**src/rtl/bfa_pkg.sv**
```systemverilog
// Package for the best-fit block allocator.
// Holds sizes, field widths, command codes and the region table entry type.
// No dependencies.
package bfa_pkg;

  localparam int MEM_UNITS     = 1024;
  localparam int TABLE_ENTRIES = 64;

  localparam int TAG_W   = 32;
  localparam int SIZE_W  = 11;
  localparam int START_W = 10;
  localparam int IDX_W   = $clog2(TABLE_ENTRIES);
  localparam int CNT_W   = $clog2(TABLE_ENTRIES + 1);

  localparam logic KIND_ALLOC = 1'b0;
  localparam logic KIND_FREE  = 1'b1;

  typedef struct packed {
    logic [START_W-1:0] start;
    logic [SIZE_W-1:0]  size;
    logic               used;
    logic [TAG_W-1:0]   owner;
  } region_t;

  localparam int ENTRY_W = $bits(region_t);

endpackage

```
**src/rtl/bfa_if.sv**
```systemverilog
// Request and result channels of the best-fit block allocator.
// Depends on bfa_pkg for the field widths.
interface bfa_in_if import bfa_pkg::*; ();
  logic               valid;
  logic               ready;
  logic               kind;
  logic [TAG_W-1:0]   owner_tag;
  logic [SIZE_W-1:0]  request_size;

  modport source (output valid, kind, owner_tag, request_size, input ready);
  modport sink   (input valid, kind, owner_tag, request_size, output ready);
endinterface

interface bfa_out_if import bfa_pkg::*; ();
  logic               valid;
  logic               ready;
  logic               ok;
  logic [START_W-1:0] granted_start;

  modport source (output valid, ok, granted_start, input ready);
  modport sink   (input valid, ok, granted_start, output ready);
endinterface

```
**src/rtl/best_fit_block_allocator.sv**
```systemverilog
// Best-fit block allocator: region table in one RAM, scanned one entry a cycle.
// Depends on bfa_pkg, bfa_if (bfa_in_if, bfa_out_if) and bfa_ram.
//
//   channel  dir  payload                          moves
//   in_ch    in   kind, owner_tag, request_size     one request item
//   out_ch   out  ok, granted_start                 one result item per request
//
// A request scans the n live entries of the table (at most 64): the table RAM is
// read one entry per cycle. It then writes the entry found, if any, and an allocation
// that splits a region also writes the remainder. An allocate of size zero skips the scan.
// After reset, the S_INIT state writes the initial free region before any item is taken.
// The result waits in an output register; the next item is accepted meanwhile,
// and a finished result waits for the register to empty before it is loaded.
module best_fit_block_allocator import bfa_pkg::*; (
  input  logic       clk,
  input  logic       rst_n,
  bfa_in_if.sink     in_ch,
  bfa_out_if.source  out_ch
);

  typedef enum logic [5:0] {
    S_INIT  = 6'b000001,
    S_IDLE  = 6'b000010,
    S_SCAN  = 6'b000100,
    S_UPD   = 6'b001000,
    S_SPLIT = 6'b010000,
    S_DONE  = 6'b100000
  } state_t;

  state_t             state_r, state_nxt;
  logic [CNT_W-1:0]   count_r, count_nxt;
  logic [CNT_W-1:0]   n_r, n_nxt;
  logic [CNT_W-1:0]   issue_r, issue_nxt;
  logic               cmp_vld_r, cmp_vld_nxt;
  logic [IDX_W-1:0]   cmp_idx_r, cmp_idx_nxt;
  logic               kind_r, kind_nxt;
  logic [TAG_W-1:0]   tag_r, tag_nxt;
  logic [SIZE_W-1:0]  want_r, want_nxt;
  logic               found_r, found_nxt;
  logic [IDX_W-1:0]   best_idx_r, best_idx_nxt;
  region_t            best_r, best_nxt;
  logic               res_ok_r, res_ok_nxt;
  logic [START_W-1:0] res_start_r, res_start_nxt;
  logic               out_valid_r, out_valid_nxt;
  logic               out_ok_r, out_ok_nxt;
  logic [START_W-1:0] out_start_r, out_start_nxt;

  logic               ram_we;
  logic [IDX_W-1:0]   ram_waddr;
  region_t            ram_wdata;
  logic [IDX_W-1:0]   ram_raddr;
  logic [ENTRY_W-1:0] ram_rdata;
  region_t            rd;
  logic               hit;
  logic               in_fire;

  bfa_ram #(
    .WIDTH (ENTRY_W),
    .DEPTH (TABLE_ENTRIES)
  ) u_table (
    .clk   (clk),
    .we    (ram_we),
    .waddr (ram_waddr),
    .wdata (ram_wdata),
    .raddr (ram_raddr),
    .rdata (ram_rdata)
  );

  assign rd        = region_t'(ram_rdata);
  assign ram_raddr = issue_r[IDX_W-1:0];
  assign in_fire   = in_ch.valid && in_ch.ready;

  assign in_ch.ready          = (state_r == S_IDLE);
  assign out_ch.valid         = out_valid_r;
  assign out_ch.ok            = out_ok_r;
  assign out_ch.granted_start = out_start_r;

  always_comb begin
    if (kind_r == KIND_ALLOC) begin
      hit = !rd.used && (rd.size >= want_r) && (!found_r || (rd.size < best_r.size));
    end else begin
      hit = rd.used && (rd.owner == tag_r) && !found_r;
    end
  end

  always_comb begin
    state_nxt     = state_r;
    count_nxt     = count_r;
    n_nxt         = n_r;
    issue_nxt     = issue_r;
    cmp_vld_nxt   = 1'b0;
    cmp_idx_nxt   = issue_r[IDX_W-1:0];
    kind_nxt      = kind_r;
    tag_nxt       = tag_r;
    want_nxt      = want_r;
    found_nxt     = found_r;
    best_idx_nxt  = best_idx_r;
    best_nxt      = best_r;
    res_ok_nxt    = res_ok_r;
    res_start_nxt = res_start_r;
    out_valid_nxt = out_valid_r && !out_ch.ready;
    out_ok_nxt    = out_ok_r;
    out_start_nxt = out_start_r;
    ram_we        = 1'b0;
    ram_waddr     = best_idx_r;
    ram_wdata     = best_r;

    case (state_r)
      S_INIT: begin
        ram_we          = 1'b1;
        ram_waddr       = '0;
        ram_wdata.start = '0;
        ram_wdata.size  = SIZE_W'(MEM_UNITS);
        ram_wdata.used  = 1'b0;
        ram_wdata.owner = '0;
        state_nxt       = S_IDLE;
      end
      S_IDLE: begin
        if (in_fire) begin
          kind_nxt      = in_ch.kind;
          tag_nxt       = in_ch.owner_tag;
          want_nxt      = in_ch.request_size;
          n_nxt         = count_r;
          issue_nxt     = '0;
          found_nxt     = 1'b0;
          res_ok_nxt    = 1'b0;
          res_start_nxt = '0;
          if ((in_ch.kind == KIND_ALLOC) && (in_ch.request_size == '0)) begin
            state_nxt = S_DONE;
          end else begin
            state_nxt = S_SCAN;
          end
        end
      end
      S_SCAN: begin
        if (cmp_vld_r && hit) begin
          found_nxt    = 1'b1;
          best_idx_nxt = cmp_idx_r;
          best_nxt     = rd;
        end
        if (issue_r == n_r) begin
          state_nxt = S_UPD;
        end else begin
          issue_nxt   = issue_r + 1'b1;
          cmp_vld_nxt = 1'b1;
        end
      end
      S_UPD: begin
        state_nxt = S_DONE;
        if (found_r) begin
          ram_we     = 1'b1;
          res_ok_nxt = 1'b1;
          if (kind_r == KIND_ALLOC) begin
            ram_wdata.size  = want_r;
            ram_wdata.used  = 1'b1;
            ram_wdata.owner = tag_r;
            res_start_nxt   = best_r.start;
            if ((best_r.size > want_r) && (n_r < CNT_W'(TABLE_ENTRIES))) begin
              state_nxt = S_SPLIT;
            end
          end else begin
            ram_wdata.used = 1'b0;
          end
        end
      end
      S_SPLIT: begin
        ram_we          = 1'b1;
        ram_waddr       = n_r[IDX_W-1:0];
        ram_wdata.start = best_r.start + want_r[START_W-1:0];
        ram_wdata.size  = best_r.size - want_r;
        ram_wdata.used  = 1'b0;
        ram_wdata.owner = tag_r;
        count_nxt       = n_r + 1'b1;
        state_nxt       = S_DONE;
      end
      S_DONE: begin
        if (!out_valid_r || out_ch.ready) begin
          out_valid_nxt = 1'b1;
          out_ok_nxt    = res_ok_r;
          out_start_nxt = res_start_r;
          state_nxt     = S_IDLE;
        end
      end
      default: begin
        state_nxt = S_INIT;
      end
    endcase
  end

  always_ff @(posedge clk) begin
    if (!rst_n) begin
      state_r     <= S_INIT;
      count_r     <= CNT_W'(1);
      cmp_vld_r   <= 1'b0;
      found_r     <= 1'b0;
      out_valid_r <= 1'b0;
    end else begin
      state_r     <= state_nxt;
      count_r     <= count_nxt;
      cmp_vld_r   <= cmp_vld_nxt;
      found_r     <= found_nxt;
      out_valid_r <= out_valid_nxt;
    end
  end

  always_ff @(posedge clk) begin
    n_r         <= n_nxt;
    issue_r     <= issue_nxt;
    cmp_idx_r   <= cmp_idx_nxt;
    kind_r      <= kind_nxt;
    tag_r       <= tag_nxt;
    want_r      <= want_nxt;
    best_idx_r  <= best_idx_nxt;
    best_r      <= best_nxt;
    res_ok_r    <= res_ok_nxt;
    res_start_r <= res_start_nxt;
    out_ok_r    <= out_ok_nxt;
    out_start_r <= out_start_nxt;
  end

`ifndef ASSERT_OFF
  a_count_bounded: assert property (@(posedge clk) disable iff (!rst_n)
    (count_r >= CNT_W'(1)) && (count_r <= CNT_W'(TABLE_ENTRIES)))
    else $error("region count out of range");

  a_count_grows: assert property (@(posedge clk) disable iff (!rst_n)
    $past(rst_n) |-> (count_r >= $past(count_r)))
    else $error("region count decreased");

  a_result_from_done: assert property (@(posedge clk) disable iff (!rst_n)
    $rose(out_valid_r) |-> $past(state_r == S_DONE))
    else $error("result loaded outside completion");

  a_write_states: assert property (@(posedge clk) disable iff (!rst_n)
    ram_we |-> ((state_r == S_INIT) || (state_r == S_UPD) || (state_r == S_SPLIT)))
    else $error("table write during scan or idle");
`endif

endmodule

```
**src/rtl/bfa_ram.sv**
```systemverilog
// Generic single-port-write, single-port-read RAM with a registered read.
// No dependencies.
module bfa_ram #(
  parameter int WIDTH = 8,
  parameter int DEPTH = 16
) (
  input  logic                     clk,
  input  logic                     we,
  input  logic [$clog2(DEPTH)-1:0] waddr,
  input  logic [WIDTH-1:0]         wdata,
  input  logic [$clog2(DEPTH)-1:0] raddr,
  output logic [WIDTH-1:0]         rdata
);

  logic [WIDTH-1:0] mem [DEPTH];

  always_ff @(posedge clk) begin
    if (we) begin
      mem[waddr] <= wdata;
    end
    rdata <= mem[raddr];
  end

endmodule

```
**src/flat_wrapper.sv**
```systemverilog
// flat-port wrapper written by rule: the top's interface ports become plain ports
module best_fit_block_allocator_flat import bfa_pkg::*;
  (clk, rst_n, in_ch_valid, in_ch_kind, in_ch_owner_tag, in_ch_request_size, in_ch_ready, out_ch_valid, out_ch_ok, out_ch_granted_start, out_ch_ready);
  bfa_in_if in_ch_i ();
  bfa_out_if out_ch_i ();
  input  logic clk;
  input  logic rst_n;
  input wire logic [$bits(in_ch_i.valid)-1:0] in_ch_valid;
  input wire logic [$bits(in_ch_i.kind)-1:0] in_ch_kind;
  input wire logic [$bits(in_ch_i.owner_tag)-1:0] in_ch_owner_tag;
  input wire logic [$bits(in_ch_i.request_size)-1:0] in_ch_request_size;
  output wire logic [$bits(in_ch_i.ready)-1:0] in_ch_ready;
  output wire logic [$bits(out_ch_i.valid)-1:0] out_ch_valid;
  output wire logic [$bits(out_ch_i.ok)-1:0] out_ch_ok;
  output wire logic [$bits(out_ch_i.granted_start)-1:0] out_ch_granted_start;
  input wire logic [$bits(out_ch_i.ready)-1:0] out_ch_ready;
  assign in_ch_i.valid = in_ch_valid;
  assign in_ch_i.kind = in_ch_kind;
  assign in_ch_i.owner_tag = in_ch_owner_tag;
  assign in_ch_i.request_size = in_ch_request_size;
  assign in_ch_ready = in_ch_i.ready;
  assign out_ch_valid = out_ch_i.valid;
  assign out_ch_ok = out_ch_i.ok;
  assign out_ch_granted_start = out_ch_i.granted_start;
  assign out_ch_i.ready = out_ch_ready;
  best_fit_block_allocator u_core (.clk(clk), .rst_n(rst_n), .in_ch(in_ch_i), .out_ch(out_ch_i));
endmodule
```
**config.mk**
```make
export PLATFORM = sky130hd
export DESIGN_NAME = best_fit_block_allocator_flat
export DESIGN_NICKNAME = d
export VERILOG_FILES = /design/src/rtl/bfa_pkg.sv /design/src/rtl/bfa_if.sv /design/src/rtl/best_fit_block_allocator.sv /design/src/rtl/bfa_ram.sv /design/src/flat_wrapper.sv
export SDC_FILE = /design/constraint.sdc
export NUM_CORES = 2
export LEC_CHECK = 0
export BUFFER_PORTS_ARGS = -buffer_cell sky130_fd_sc_hd__buf_2
export CAP_MARGIN = 25
export CORE_UTILIZATION = 65
export DETAILED_ROUTE_END_ITERATION = 16
export GPL_ROUTABILITY_DRIVEN = 0
export PLACE_DENSITY_LB_ADDON = 0.05
export RECOVER_POWER = 50
export SLEW_MARGIN = 20
export SYNTH_ARGS = -nofsm -noshare
export SYNTH_HDL_FRONTEND = slang
export SYNTH_HIERARCHICAL = 1
export SYNTH_SLANG_ARGS = --single-unit
```
**constraint.sdc**
```tcl
create_clock -name clk -period 16.34 [get_ports clk]
set_input_delay 3.268 -clock clk [delete_from_list [all_inputs] [get_ports clk]]
set_output_delay 3.268 -clock clk [all_outputs]
set_load 0.1 [all_outputs]
```
==> impl_metrics.yaml <==
logic_synthesis:
  synth_ff_type: "edfxtp_1"
  synth_top_area_cell: "edfxtp_1"
  async_reset_ff_share_pct: 0
  ys_ff_latch: 3672
  synth_edf_count: 3596
  syn_area_sq_mm: 0.1402
  yosysSeqAreaShare_pct: 78.12
  synth.avg_cell_area_sq_um: 22.88
  syn_nets: 6220
  synth_cell_types: 73
  synth_top_cell_area_share_pct: 77.03
  netlist_instances: 6127
  ys_warn_count: 6
  ys_top_cells_by_area: "edfxtp_1 (77%), mux4_2 (15%), dfxtp_1 (1.1%), o22ai_1 (0.75%), nor2_1 (0.54%)"
critical_path:
  endpoint: "u_core/u_table/rdata[31]$_DFF_P_"
  crit_start: "u_core/issue_r[0]$_SDFFCE_PN0P_"
  r2r-end: "u_core/u_table/rdata[31]$_DFF_P_"
  cp-start-kind: "flop"
  critPathRequiredTime_ns: 17.17
  r2r-start: "u_core/issue_r[0]$_SDFFCE_PN0P_"
  end_kind: "flop"
  path_class: "flop to flop"
  ff2ff_path_depth: 8
  worst-path-max-fanout: 45
  ff2ff_setup_slack_ns: 7.17
  worstPathArrival_ns: 9.99
sta:
  fin_skew_ns: 0.05105
  tightest_slew_ns: 6.844
  rsz0062_at_grt: "false"
  drv_slew: 3726
  hold_viol_final: 0
  setup_viol: 0
  fin_ws_ns: 7.174
  finalCritPeriodShare_pct: 56.09
  whs_ns: 0.4014
  period_needed_ns: 9.166
  slew_headroom_pct: -356.3
  fin_tns_setup_ns: 0
  max_clock_freq_ghz: 0.1091
clock_network:
  cts_resized: 0
  cts.sinks: 3672
  htreeDepth: 5
  clk_pin_slew_worst_paths_ns: 0.06
  cts_tree: "yes"
  cts_hold_buf: 0
  clk_latency_ns: 0.97
  root_buffer: "clkbuf_16"
  cts_setup_buffers: 0
  clock_path_buffers: 4
  cts_buffers: 369
grt:
  grt_pass1_vias: 68010
  grt_use_total_pct: 35.23
  grt_start_max_net_pins: 106
  grt_pass1_wl_um: 525100
  grt.overflow.total: 0
  antenna_found_initial: 21
run_status:
  violations: "capacitance limit, slew limit"
  outcome: "finished, violations left"
floorplan:
  fp.dieH_um: 466.4
  dieArea_sq_mm: 0.2175
  dieWidth_um: 466.4
  core_sq_mm: 0.2144
  rows: 170
  start_util_pct: 65.38
  ios: 61
pwr:
  powerDensity_mw_per_mm2: 134.9
  max-vdd-ir-drop_v: 0.0001232
  leakage_uw: 0.04921
min_path:
  hold_path_class: "flop to flop"
flow_run:
  maxCapViolCount: 66
finish:
  final_common_cell: "edfxtp_1"
  fillers: 11920
  drive_gt1_share_pct: 26.84
  layout_common_cells: "edfxtp_1 (3596), mux4_2 (936), clkbuf_16 (374)"
  layout.nets: 6541
  synthToLayoutAreaGrowth_pct: 11.44
placed_design:
  place.port_buffers: 60
  place_worst_setup_slack_ns: 10.57
  hpwl_um: 209600
routing:
  ant_nets: 0
  drtPass1Iterations: 6
  avgViaCountPerCell: 7.260
  drt_wl_total_um: 376100
  drc_errors: 0
  drtIter0Drc: 10800
  num_vias: 69550
  wire_per_inst_um: 39.25
[where the power goes]
group | internal (uW) | leakage, uW | switching (uW)
Sequential | 11100 | 0.0334 | 96.9
Clock | 4730 | 0.00567 | 3410
Combinational | 440 | 0.0101 | 1290
[per-stage QoR]
step	power [uW]	utilization (%)	area, sq um	std cells
6_report	21070	72.86	156200	9580
5_1_grt	21550	72.85	156200	9573
4_1_cts	21050	73.01	156500	9567
3_5_place_dp	13040	67.62	145000	8911
3_3_place_gp	12970	67.39	144500	8892
2_1_floorplan	12270	-	140200	6127
[per-layer routing]
metal	vias to the layer above	part of all wire (%)	global-route usage, %
li1	26800	-	-
met3	763	14	9.816
met4	14	3.6	11.62
met5	-	0.026	0
met1	37000	36	51.54
met2	4976	46	52.45
[critical path, stage by stage (launching register included)]
cell and delay, ns:
edfxtp_1 0.34, buf_4 0.58, clkbuf_1 2.43, clkbuf_1 2.82
buf_4 1.06, mux4_2 0.62, mux4_2 0.50, o22ai_1 0.48
nor2_1 0.10
[cells in the mapped netlist (42+ instances only)]
cell type  count
edfxtp_1    3596
mux4_2       936
nor2_1       200
o22ai_1      169
clkbuf_1     115
nand2_1       94
a21oi_1       92
buf_2         89
dfxtp_1       76
o21ai_0       64
mux2_2        53
o221ai_1      53
buf_1         50
mux2i_1       50
buf_6         44
ha_1          43
a22o_1        42
[cell families after synthesis]
kind of cell,synth area share (%)
AO/OA/AOI/OAI,2.463
XOR/XNOR,0.4061
adder cells (fa/ha/maj),0.4124
buffers and inverters,1.368
flip-flops,78.12
multiplexers,15.82
AND/OR/NAND/NOR,1.412
[registers in the layout, indices dropped and copies added (netlist names)]
name and flops:
u_core/best_idx_r 6, u_core/best_r 54, u_core/cmp_idx_r 6, u_core/cmp_vld_r 1, u_core/count_r 7, u_core/found_r 1, u_core/issue_r 7, u_core/kind_r 1
u_core/n_r 7, u_core/out_ch.granted_start 10, u_core/out_ch.ok 1, u_core/out_ch.valid 1, u_core/res_ok_r 1, u_core/res_start_r 10, u_core/state_r 6, u_core/tag_r 32
u_core/u_table/mem 3456, u_core/u_table/rdata 54, u_core/want_r 11
[how the worst min path moves through the flow]
stage                                startpoint  cells past startpoint                              to  slack, ns
finish              u_core/cmp_idx_r[1]$_DFF_P_                      0  u_core/best_idx_r[1]$_DFFE_PP_       0.40
global route        u_core/cmp_idx_r[3]$_DFF_P_                      0  u_core/best_idx_r[3]$_DFFE_PP_       0.41
CTS                 u_core/cmp_idx_r[3]$_DFF_P_                      0  u_core/best_idx_r[3]$_DFFE_PP_       0.40
detailed placement  u_core/cmp_idx_r[4]$_DFF_P_                      0  u_core/best_idx_r[4]$_DFFE_PP_       0.39
global placement    u_core/cmp_idx_r[3]$_DFF_P_                      0  u_core/best_idx_r[3]$_DFFE_PP_       0.39
floorplan           u_core/cmp_idx_r[0]$_DFF_P_                      0  u_core/best_idx_r[0]$_DFFE_PP_       0.39
[final cells by class]
type	count	area (sq um)	share of cell area, %
repair buffers	280	2131	1.364
clock buffers	488	10060	6.438
multi-input cells	2093	29330	18.78
well taps	2838	3551	2.273
clock inverters	168	1491	0.9548
diodes	9	22.52	0.01442
flip-flops and latches	3672	109500	70.10
inverters	32	122.6	0.07850
No activity file was read; power rests on OpenSTA's default activity.
